**src/sv/pfd_pkg.sv**
```systemverilog
`timescale 1ns / 1ps
`default_nettype none
// ----------------------------------------------------------------------------
// pfd_pkg
// shared types, constants and colour packing for the palette frame decoder
// ----------------------------------------------------------------------------
package pfd_pkg;

    localparam int unsigned PAL_ADDR_W = 8;
    localparam int unsigned PAL_DATA_W = 16;
    localparam int unsigned DIM_W      = 10;
    localparam int unsigned CFG_IDX_W  = 2;

    localparam logic [7:0] RED_MASK   = 8'hF8;
    localparam logic [7:0] GREEN_MASK = 8'hFC;

    // register indexes on the configuration port
    localparam logic [CFG_IDX_W-1:0] REG_ROW_WIDTH = 2'd0;
    localparam logic [CFG_IDX_W-1:0] REG_ROW_COUNT = 2'd1;

    // colour component of a header byte
    typedef enum logic [1:0] {
        COMP_RED   = 2'd0,
        COMP_GREEN = 2'd1,
        COMP_BLUE  = 2'd2
    } t_comp;

    localparam logic [PAL_ADDR_W-1:0] LAST_ENTRY = '1;

    // per-transfer control from the sequencer to the palette and result path
    typedef struct packed {
        logic                  wr_en;
        logic [PAL_ADDR_W-1:0] wr_addr;
        logic [PAL_DATA_W-1:0] wr_data;
        logic                  rd_en;
        logic [PAL_ADDR_W-1:0] rd_addr;
        logic                  end_of_row;
        logic                  end_of_frame;
    } t_pfd_ctl;

    function automatic logic [PAL_DATA_W-1:0] pack_rgb565(
        input logic [7:0] r,
        input logic [7:0] g,
        input logic [7:0] b
    );
        logic [7:0] rm;
        logic [7:0] gm;
        rm = r & RED_MASK;
        gm = g & GREEN_MASK;
        return {rm[7:3], gm[7:2], b[7:3]};
    endfunction

endpackage
`default_nettype wire

```
**src/sv/pfd_ctrl.sv**
```systemverilog
`timescale 1ns / 1ps
`default_nettype none
// ----------------------------------------------------------------------------
// pfd_ctrl
// header/pixel sequencer: gathers colour triples, counts columns and rows
// ----------------------------------------------------------------------------
module pfd_ctrl
    import pfd_pkg::*;
(
    input  wire logic             i_clk,
    input  wire logic             i_rst_n,
    input  wire logic             i_accept,
    input  wire logic [7:0]       i_data_byte,
    input  wire logic [DIM_W-1:0] i_row_width,
    input  wire logic [DIM_W-1:0] i_row_count,
    output t_pfd_ctl              o_ctl
);

    logic                  r_pixel_phase, n_pixel_phase;
    t_comp                 r_comp, n_comp;
    logic [PAL_ADDR_W-1:0] r_entry, n_entry;
    logic [7:0]            r_red, n_red;
    logic [7:0]            r_green, n_green;
    logic [DIM_W-1:0]      r_col, n_col;
    logic [DIM_W-1:0]      r_line, n_line;

    logic row_end;
    logic frame_end;

    // a limit of zero behaves as one
    assign row_end   = ({1'b0, r_col} + 11'd1) >= {1'b0, i_row_width};
    assign frame_end = row_end && (({1'b0, r_line} + 11'd1) >= {1'b0, i_row_count});

    always_comb begin
        o_ctl.wr_en        = i_accept && !r_pixel_phase && (r_comp == COMP_BLUE);
        o_ctl.wr_addr      = r_entry;
        o_ctl.wr_data      = pack_rgb565(r_red, r_green, i_data_byte);
        o_ctl.rd_en        = i_accept && r_pixel_phase;
        o_ctl.rd_addr      = i_data_byte;
        o_ctl.end_of_row   = row_end;
        o_ctl.end_of_frame = frame_end;
    end

    always_comb begin
        n_pixel_phase = r_pixel_phase;
        n_comp        = r_comp;
        n_entry       = r_entry;
        n_red         = r_red;
        n_green       = r_green;
        n_col         = r_col;
        n_line        = r_line;
        if (i_accept && !r_pixel_phase) begin
            unique case (r_comp)
                COMP_RED: begin
                    n_red  = i_data_byte;
                    n_comp = COMP_GREEN;
                end
                COMP_GREEN: begin
                    n_green = i_data_byte;
                    n_comp  = COMP_BLUE;
                end
                COMP_BLUE: begin
                    n_comp  = COMP_RED;
                    n_entry = r_entry + 1'b1;
                    // last triple of the header opens the pixel phase
                    if (r_entry == LAST_ENTRY) begin
                        n_pixel_phase = 1'b1;
                        n_col         = '0;
                        n_line        = '0;
                    end
                end
                default: begin
                    n_comp = COMP_RED;
                end
            endcase
        end else if (i_accept) begin
            if (frame_end) begin
                n_pixel_phase = 1'b0;
                n_comp        = COMP_RED;
                n_entry       = '0;
                n_col         = '0;
                n_line        = '0;
            end else if (row_end) begin
                n_col  = '0;
                n_line = r_line + 1'b1;
            end else begin
                n_col = r_col + 1'b1;
            end
        end
    end

    always_ff @(posedge i_clk) begin
        if (!i_rst_n) begin
            r_pixel_phase <= 1'b0;
            r_comp        <= COMP_RED;
            r_entry       <= '0;
            r_red         <= '0;
            r_green       <= '0;
            r_col         <= '0;
            r_line        <= '0;
        end else begin
            r_pixel_phase <= n_pixel_phase;
            r_comp        <= n_comp;
            r_entry       <= n_entry;
            r_red         <= n_red;
            r_green       <= n_green;
            r_col         <= n_col;
            r_line        <= n_line;
        end
    end

endmodule
`default_nettype wire

```
**src/sv/pfd_palram.sv**
```systemverilog
`timescale 1ns / 1ps
`default_nettype none
// ----------------------------------------------------------------------------
// pfd_palram
// 256 x 16 palette store, one write and one registered read port
// ----------------------------------------------------------------------------
module pfd_palram
    import pfd_pkg::*;
(
    input  wire logic                  i_clk,
    input  wire logic                  i_wr_en,
    input  wire logic [PAL_ADDR_W-1:0] i_wr_addr,
    input  wire logic [PAL_DATA_W-1:0] i_wr_data,
    input  wire logic                  i_rd_en,
    input  wire logic [PAL_ADDR_W-1:0] i_rd_addr,
    output logic      [PAL_DATA_W-1:0] o_rd_data
);

    logic [PAL_DATA_W-1:0] r_mem [2**PAL_ADDR_W];
    logic [PAL_DATA_W-1:0] r_rd_data;

    always_ff @(posedge i_clk) begin
        if (i_wr_en) begin
            r_mem[i_wr_addr] <= i_wr_data;
        end
    end

    // read data holds until the next read
    always_ff @(posedge i_clk) begin
        if (i_rd_en) begin
            r_rd_data <= r_mem[i_rd_addr];
        end
    end

    assign o_rd_data = r_rd_data;

endmodule
`default_nettype wire

```
**src/sv/palette_frame_decoder.sv**
```systemverilog
`timescale 1ns / 1ps
`default_nettype none
// ----------------------------------------------------------------------------
// palette_frame_decoder
// decodes palette-indexed frames from a byte stream into rgb565 pixels
// ----------------------------------------------------------------------------
//  channel   | direction | tdata              | tlast       | tuser
//  s_axis    | in        | [7:0] data_byte    | -           | -
//  m_axis    | out       | [15:0] pixel_rgb565| end_of_row  | end_of_frame
//  cfg       | in        | [9:0] wdata, index 0 row_width, 1 row_count
//
//  one byte per cycle in, one pixel per cycle out, while m_axis is ready; each
//  pixel passes the palette read register, then the output register, to m_axis
//  header bytes give no transfer on m_axis
//  a byte is taken while a result waits, as long as the read stage is free
//  synchronous active-low reset; the palette store is not cleared
// ----------------------------------------------------------------------------
module palette_frame_decoder
    import pfd_pkg::*;
(
    input  wire logic                 i_clk,
    input  wire logic                 i_rst_n,
    // input byte stream
    input  wire logic                 s_axis_tvalid,
    output logic                      s_axis_tready,
    input  wire logic [7:0]           s_axis_tdata,   // [7:0] data_byte
    // pixel stream
    output logic                      m_axis_tvalid,
    input  wire logic                 m_axis_tready,
    output logic      [15:0]          m_axis_tdata,   // [15:0] pixel_rgb565
    output logic                      m_axis_tlast,   // end_of_row
    output logic                      m_axis_tuser,   // [0] end_of_frame
    // configuration writes
    input  wire logic                 i_cfg_we,
    input  wire logic [CFG_IDX_W-1:0] i_cfg_index,
    input  wire logic [DIM_W-1:0]     i_cfg_wdata
);

    logic [DIM_W-1:0] r_row_width;
    logic [DIM_W-1:0] r_row_count;

    t_pfd_ctl              ctl;
    logic                  in_accept;
    logic [PAL_DATA_W-1:0] rd_data;

    // read stage (palette data register lives in the ram)
    logic r_s1_valid, n_s1_valid;
    logic r_s1_last;
    logic r_s1_user;
    // output register
    logic                  r_s2_valid, n_s2_valid;
    logic [PAL_DATA_W-1:0] r_s2_data;
    logic                  r_s2_last;
    logic                  r_s2_user;

    logic s2_free;
    logic s1_free;
    logic s1_move;

    // configuration registers; unknown indexes are dropped
    always_ff @(posedge i_clk) begin
        if (!i_rst_n) begin
            r_row_width <= 10'd280;
            r_row_count <= 10'd240;
        end else if (i_cfg_we) begin
            case (i_cfg_index)
                REG_ROW_WIDTH: r_row_width <= i_cfg_wdata;
                REG_ROW_COUNT: r_row_count <= i_cfg_wdata;
                default: ;
            endcase
        end
    end

    assign s2_free       = !r_s2_valid || m_axis_tready;
    assign s1_free       = !r_s1_valid || s2_free;
    assign s1_move       = r_s1_valid && s2_free;
    assign s_axis_tready = s1_free;
    assign in_accept     = s_axis_tvalid && s_axis_tready;

    pfd_ctrl u_ctrl (
        .i_clk       (i_clk),
        .i_rst_n     (i_rst_n),
        .i_accept    (in_accept),
        .i_data_byte (s_axis_tdata),
        .i_row_width (r_row_width),
        .i_row_count (r_row_count),
        .o_ctl       (ctl)
    );

    pfd_palram u_palram (
        .i_clk     (i_clk),
        .i_wr_en   (ctl.wr_en),
        .i_wr_addr (ctl.wr_addr),
        .i_wr_data (ctl.wr_data),
        .i_rd_en   (ctl.rd_en),
        .i_rd_addr (ctl.rd_addr),
        .o_rd_data (rd_data)
    );

    // read stage fills on a pixel transfer, drains into the output register
    always_comb begin
        n_s1_valid = r_s1_valid;
        if (s1_free) begin
            n_s1_valid = ctl.rd_en;
        end
        n_s2_valid = r_s2_valid;
        if (s2_free) begin
            n_s2_valid = r_s1_valid;
        end
    end

    always_ff @(posedge i_clk) begin
        if (!i_rst_n) begin
            r_s1_valid <= 1'b0;
            r_s2_valid <= 1'b0;
        end else begin
            r_s1_valid <= n_s1_valid;
            r_s2_valid <= n_s2_valid;
        end
    end

    always_ff @(posedge i_clk) begin
        if (ctl.rd_en) begin
            r_s1_last <= ctl.end_of_row;
            r_s1_user <= ctl.end_of_frame;
        end
        if (s1_move) begin
            r_s2_data <= rd_data;
            r_s2_last <= r_s1_last;
            r_s2_user <= r_s1_user;
        end
    end

    assign m_axis_tvalid = r_s2_valid;
    assign m_axis_tdata  = r_s2_data;
    assign m_axis_tlast  = r_s2_last;
    assign m_axis_tuser  = r_s2_user;

`ifndef SYNTHESIS
    // frame end only ever comes with a row end
    a_eof_has_eor: assert property (@(posedge i_clk) disable iff (!i_rst_n)
        m_axis_tvalid && m_axis_tuser |-> m_axis_tlast)
        else $error("end of frame without end of row");

    // both stages full and stalled: no byte may be taken
    a_full_blocks: assert property (@(posedge i_clk) disable iff (!i_rst_n)
        r_s1_valid && r_s2_valid && !m_axis_tready |-> !s_axis_tready)
        else $error("byte taken with pipeline full");

    // a pixel transfer always lands in the read stage
    a_pixel_lands: assert property (@(posedge i_clk) disable iff (!i_rst_n)
        ctl.rd_en |=> r_s1_valid)
        else $error("pixel lost after transfer");

    // header bytes never write and read the palette in one cycle
    a_no_rw_clash: assert property (@(posedge i_clk) disable iff (!i_rst_n)
        !(ctl.wr_en && ctl.rd_en))
        else $error("palette written and read together");

    // nothing leaves straight after reset
    a_reset_quiet: assert property (@(posedge i_clk)
        !i_rst_n |=> !m_axis_tvalid)
        else $error("output valid after reset");
`endif

endmodule
`default_nettype wire
```
**config.mk**
```make
export PLATFORM = sky130hd
export DESIGN_NAME = palette_frame_decoder
export DESIGN_NICKNAME = d
export VERILOG_FILES = /design/src/sv/pfd_pkg.sv /design/src/sv/pfd_ctrl.sv /design/src/sv/pfd_palram.sv /design/src/sv/palette_frame_decoder.sv
export SDC_FILE = /design/constraint.sdc
export NUM_CORES = 2
export LEC_CHECK = 0
export BUFFER_PORTS_ARGS = -buffer_cell sky130_fd_sc_hd__buf_4
export CAP_MARGIN = 10
export CORE_AREA = 2 2 812 814
export DETAILED_ROUTE_END_ITERATION = 12
export DIE_AREA = 0 0 814 816
export PLACE_DENSITY_LB_ADDON = 0.2
export SLEW_MARGIN = 25
export SYNTH_ARGS = -nofsm -noshare
export SYNTH_HDL_FRONTEND = slang
export SYNTH_HIERARCHICAL = 1
export SYNTH_SLANG_ARGS = --single-unit
export TNS_END_PERCENT = 5
```
**constraint.sdc**
```tcl
create_clock -name i_clk -period 4.5 [get_ports i_clk]
set_input_delay 0.225 -clock i_clk [delete_from_list [all_inputs] [get_ports i_clk]]
set_output_delay 0.225 -clock i_clk [all_outputs]
set_load 0.005 [all_outputs]
```
# After elaboration in Yosys (flattened, before gate mapping)

Memory sizes are Yosys's and may differ from the RTL's. A register that Yosys moved wholly into a read port is not among the register bits.
Cells that the tools add are included.
Widths: inputs -> output; s select.

$add $sub $neg: 5
$lt $le $gt $ge: 2
Equality and inequality tests: 6
Mux-type cells: 25
Reduce and logical (&&, ||, !) cells: 25

Operator list:

| operator              | number |
|---|---|
| $mux 10               | 10 |
| $mux 8                | 4 |
| $add 10x1->11 const B | 2 |
| $ge 11x10->1          | 2 |
| $add 10x1->10 const B | 2 |
| $reduce_and 2->1      | 5 |
| $add 8x1->8 const B   | 1 |
| $eq 8x8->1 const B    | 1 |
| $reduce_and 4->1      | 2 |
| $mux 1                | 7 |
| $logic_and 1x1->1     | 6 |
| $mux 2                | 3 |
| $reduce_and 3->1      | 2 |
| $eq 2x1->1 const B    | 2 |
| $logic_not 2->1       | 2 |
| $pmux 2 s2            | 1 |
| $reduce_bool 2->1     | 2 |
| $logic_not 1->1       | 3 |
| $reduce_bool 3->1     | 1 |
| $eq 2x2->1 const B    | 1 |
| $logic_or 1x1->1      | 2 |
| $ne 2x1->1 const B    | 1 |
| $ne 2x2->1 const B    | 1 |

Register bits after elaboration: 89
Memory bits (writable): 4096
Input bits: 25
Output and inout bits: 20
Logic and storage cells: 80
Memories: 1

Memory list:

| name           | words | width | read ports | clocked after Yosys merged registers in | write ports | line             | RTL |
|---|---|---|---|---|---|---|---|
| u_palram.r_mem | 256   | 16    | 1          | 1                                       | 1           | pfd_palram.sv:19 | `logic [PAL_DATA_W-1:0] r_mem [2**PAL_ADDR_W];` |

# Logic depth before layout (Yosys ltp)

Word-level depth: 8
Gate-level depth with buffers: 13

# Cells and area by module

The synthesis kept the hierarchy.

Modules (own cells, without submodules):

| module                | times used | cells each | area an instance (sq um) | seq. area each (sq um) |
|---|---|---|---|---|
| pfd_palram            | 1          | 7360       | 158874.9                 | 123478.4 |
| pfd_ctrl              | 1          | 361        | 2892.8                   | 840.8 |
| palette_frame_decoder | 1          | 112        | 1495.2                   | 1041.0 |

# Worst setup path before layout

OpenSTA, ideal clock, no wires.

Kind: register -> register
From: register u_ctrl.r_green[7]
To: memory u_palram.r_mem[0][10], data pin
Arrival: 3397 ps
Slack: 247 ps
Stages on the path, launching flop included: 1
Period minus slack after synthesis: 4253 ps
Cells stage by stage: dfxtp_1

RTL lines:

| item                   | line             | RTL |
|---|---|---|
| start, declared        | pfd_ctrl.sv:23   | `logic [7:0] r_green, n_green;` |
| start signal, assigned | pfd_ctrl.sv:106  | `r_green <= n_green;` |
| end, declared          | pfd_palram.sv:19 |  |

Straight into the memory's write port.

==> results.txt <==
total power = 83.8 mW
root buffer cell = clkbuf_16
combinational fraction of design power = 4.7%
post-synthesis register bit count = 4196
Tcrit/Tclk final = 83.8%
Worst EP required = 5180 ps
xor/xnor share of the synthesized area = 0.123%
core area = 656000 um2
internal power = 65.6 mW
clock power share = 44.0%
Die H = 816 um
fin crit period = 3770 ps
Hold Startpoint = i_cfg_wdata[8]
Hold Path Class = input port to register
Compound-Gate Fraction of Synth Area = 3.83%
max-cap viol count = 0
Final Net Count = 8611
Finished Cell Area = 193000 um2
largest family of logic cells by synthesized area = multiplexers
Setup Buffers After CTS = 0
Overflow after GRT = 0
initial drt markers = 8202
DR WL/cell = 28.6 um
Setup violations, final = 0
Fin. Hold Viols = 0
Syn Std Cell Area = 163000 um2
fin worst setup slack = 731 ps
Hold Crit Endpoint = r_row_width[8]$_SDFFE_PN1P_
CTS tree = yes
CTS sink count = 4196
routed wire length = 505000 um
largest net degree at the start of global routing = 162
DRC Markers = 0
Core Util, Final = 29.5%
RePlAce Congestion = 0.791
Tightest Pin Transition = 1040 ps
Post-synth EDFFs = 4132
IO buf count = 44
Post-DP HPWL = 308000 um
VDD IR max = 0.337 mV
Mapped Nets = 7881
antenna viol nets, final = 0
post-synthesis simple-gate area fraction = 2.08%
Worst-Skew Late Latency = 1050 ps
Syn-to-layout area delta = 18.5%
Flop pwr share = 51.3%
area of the die = 664000 um2
share of cells above drive strength 1 = 27.3%
Post-Synth Adder-Cell Area = 0.176%
# IOs = 45
CTS Buffer Depth = 4
Max Transition Viols Final = 0
Crit Path Category = input port to register
num rows = 298
Reg-to-Reg Start = r_s1_valid$_SDFFE_PN0P_
power per cell area = 433 nW/um2
gr usage total = 14.8%
Hold Crit Depth = 4
post-synthesis mux area share = 15.2%
R2R cell count = 8
Pre-antenna DRT Iters = 6
P_sw = 18.2 mW
CP endpoint kind = register
Inst Count DP = 16751
Syn Inst Count = 7833
starting density of the core = 24.9%
fmax = 0.265 GHz
Cell Count, Final, Fillers Out = 17676
post-synth top area cell = edfxtp_1
Total Negative Setup Slacks = 0 ps
die outline width = 814 um
Lkg Pwr = 61.3 nW
first-pass GRT wire length = 698000 um
Vias/cell = 4.68
Final Skew = 129 ps
Main synth FF type = edfxtp_1
vias in the first global route = 84180
RSZ-0062 raised after global routing = no
Switching Share = 21.7%
syn avg cell area = 20.8 um2
run status = finished, final reports clean
clk slew on worst S/H paths = 60 ps
sequential-to-total area share from yosys stat = 76.8%
TritonCTS buffer count = 454
flop2flop setup slack = 820 ps
Worst setup SP type = input port
worst relative slew slack = 30.4%
share of the synthesized area in the top cell type = 76.0%
via count = 82777
WP data arrival = 4450 ps
synth warn = 6
CP Max Fanout = 19
Hold WS = 115 ps
H-tree depth = 5
Yosys cell types = 83
asr flop ratio synth = 0%
pre-CTS setup slack = 216 ps
placed inst area = 178000 um2
dominant cells by area after synthesis = edfxtp_1 (76%), mux4_2 (11%), mux2i_1 (3.6%)
initial antenna violation count = 30
r2r endpoint = u_palram/r_mem[56][5]$_DFFE_PP_
## synthesized netlist by cell type, types with 14 or more instances
| cell | n |
|---|---|
| a221oi_1 | 29 |
| buf_6 | 78 |
| inv_1 | 35 |
| nand4_1 | 32 |
| nand2_1 | 104 |
| clkbuf_1 | 240 |
| buf_2 | 78 |
| a22oi_1 | 45 |
| buf_4 | 42 |
| o221ai_1 | 252 |
| ha_1 | 23 |
| a22o_1 | 35 |
| o31ai_1 | 17 |
| mux2_2 | 88 |
| mux4_2 | 797 |
| o22ai_1 | 148 |
| o21ai_0 | 47 |
| a211oi_1 | 20 |
| o32ai_1 | 20 |
| buf_1 | 27 |
| nor2_1 | 332 |
| xnor2_1 | 16 |
| mux2i_1 | 583 |
| nor4_1 | 18 |
| edfxtp_1 | 4132 |
| nor3_1 | 97 |
| dfxtp_1 | 64 |
| nand3_1 | 44 |
| and3_1 | 14 |
| nor2b_1 | 16 |
| a21oi_1 | 206 |
## registers in the layout, summed over array words and instances, names as in the netlist, 2 cells and up
signal / cells
m_axis_tdata: 16
r_row_count: 10
r_row_width: 10
u_ctrl/r_col: 10
u_ctrl/r_comp: 2
u_ctrl/r_entry: 8
u_ctrl/r_green: 6
u_ctrl/r_line: 10
u_ctrl/r_red: 5
u_palram/o_rd_data: 16
u_palram/r_mem: 4096
## kinds of logic (layout without fill, tap and decap cells)
| group | count (synthesis) | count (layout) |
|---|---|---|
| flip-flops | 4196 | 4196 |
| multiplexers | 1468 | 1468 |
| AO/OA/AOI/OAI | 878 | 878 |
| AND/OR/NAND/NOR | 726 | 726 |
| buffers and inverters | 519 | 1635 |
| adder cells (fa/ha/maj) | 23 | 23 |
| XOR/XNOR | 23 | 23 |
| other | 0 | 27 |
## power by group through the flow
| stage | logic (mW) | clock network (mW) | registers (mW) |
|---|---|---|---|
| finish | 3.97 | 36.9 | 43.0 |
| global route | 4.21 | 39.3 | 43.0 |
| CTS | 4.03 | 37.8 | 43.0 |
| detailed placement | 4.00 | 0 | 43.8 |
| global placement | 3.94 | 0 | 43.8 |
| floorplan | 2.14 | 0 | 44.0 |
## layout by cell type, fill, tap and decap left out, drive strengths merged, types with 8 or more instances in the layout
master	n
dfxtp	64
a21oi	209
a22oi	45
nand4	32
ha	23
o21ai	52
edfxtp	4132
o211ai	12
a211oi	21
a221oi	29
o31ai	17
mux2i	583
clkbuf	551
nor3	97
bufinv	45
nand3	45
nor4	19
nand2	106
a31oi	12
clkinvlp	11
or2	8
mux4	797
o32ai	21
diode	27
clkinv	225
a22o	35
mux2	88
inv	47
o22ai	148
and3	17
nor2b	16
nor2	342
buf	704
dlygate4sd3	52
xnor2	16
o221ai	253
## how the worst max path moves through the flow
stage / start / endpoint / depth (start not counted)
CTS: r_s1_valid$_SDFFE_PN0P_ / u_palram/r_mem[56][2]$_DFFE_PP_ / 8
finish: m_axis_tready / u_palram/r_mem[56][5]$_DFFE_PP_ / 11
global route: m_axis_tready / u_palram/r_mem[56][0]$_DFFE_PP_ / 11
global placement: s_axis_tdata[0] / u_palram/o_rd_data[1]$_DFFE_PP_ / 9
detailed placement: s_axis_tdata[0] / u_palram/o_rd_data[1]$_DFFE_PP_ / 9
floorplan: u_ctrl/r_green[7]$_SDFFE_PN0P_ / u_palram/r_mem[0][10]$_DFFE_PP_ / 0
## routing by layer
metal  share of wire (%)  vias to the layer above  wire [um]  GRT usage [%]
met5                   0                        -          0              0
li1                    -                    34532          -              -
met3                 5.5                      606      27600           2.10
met1                  45                    45156     227000           20.9
met2                  47                     2483     238000           23.9
met4                 2.6                        0      13300           3.74
## critical path: stages
cell	delay [ps]
dlygate4sd3_1	550
buf_4	110
dlygate4sd3_1	550
nand3b_1	150
and2_1	340
nand2_1	290
nor2_2	170
buf_4	280
nand3_2	710
nor2_2	790
buf_12	230
## what timing repair did
item                                    CTS  global route
hold endpoints to repair                611             0
endpoints found under the setup margin    0             0
resized for setup                         0             0
hold buffers                             52             0
## area by class of cell
| class | instances | area [um2] |
|---|---|---|
| Tap cell | 8700 | 10900 |
| Fill cell | 63893 | 463000 |
| Antenna cell | 27 | 67.6 |
| Inverter | 37 | 151 |
| Clock buffer | 551 | 11900 |
| Sequential cell | 4196 | 125000 |
| Timing Repair Buffer | 756 | 6940 |
| Multi-Input combinational cell | 3118 | 35400 |
| Clock inverter | 291 | 2740 |
(Power assumes the default switching activity.)
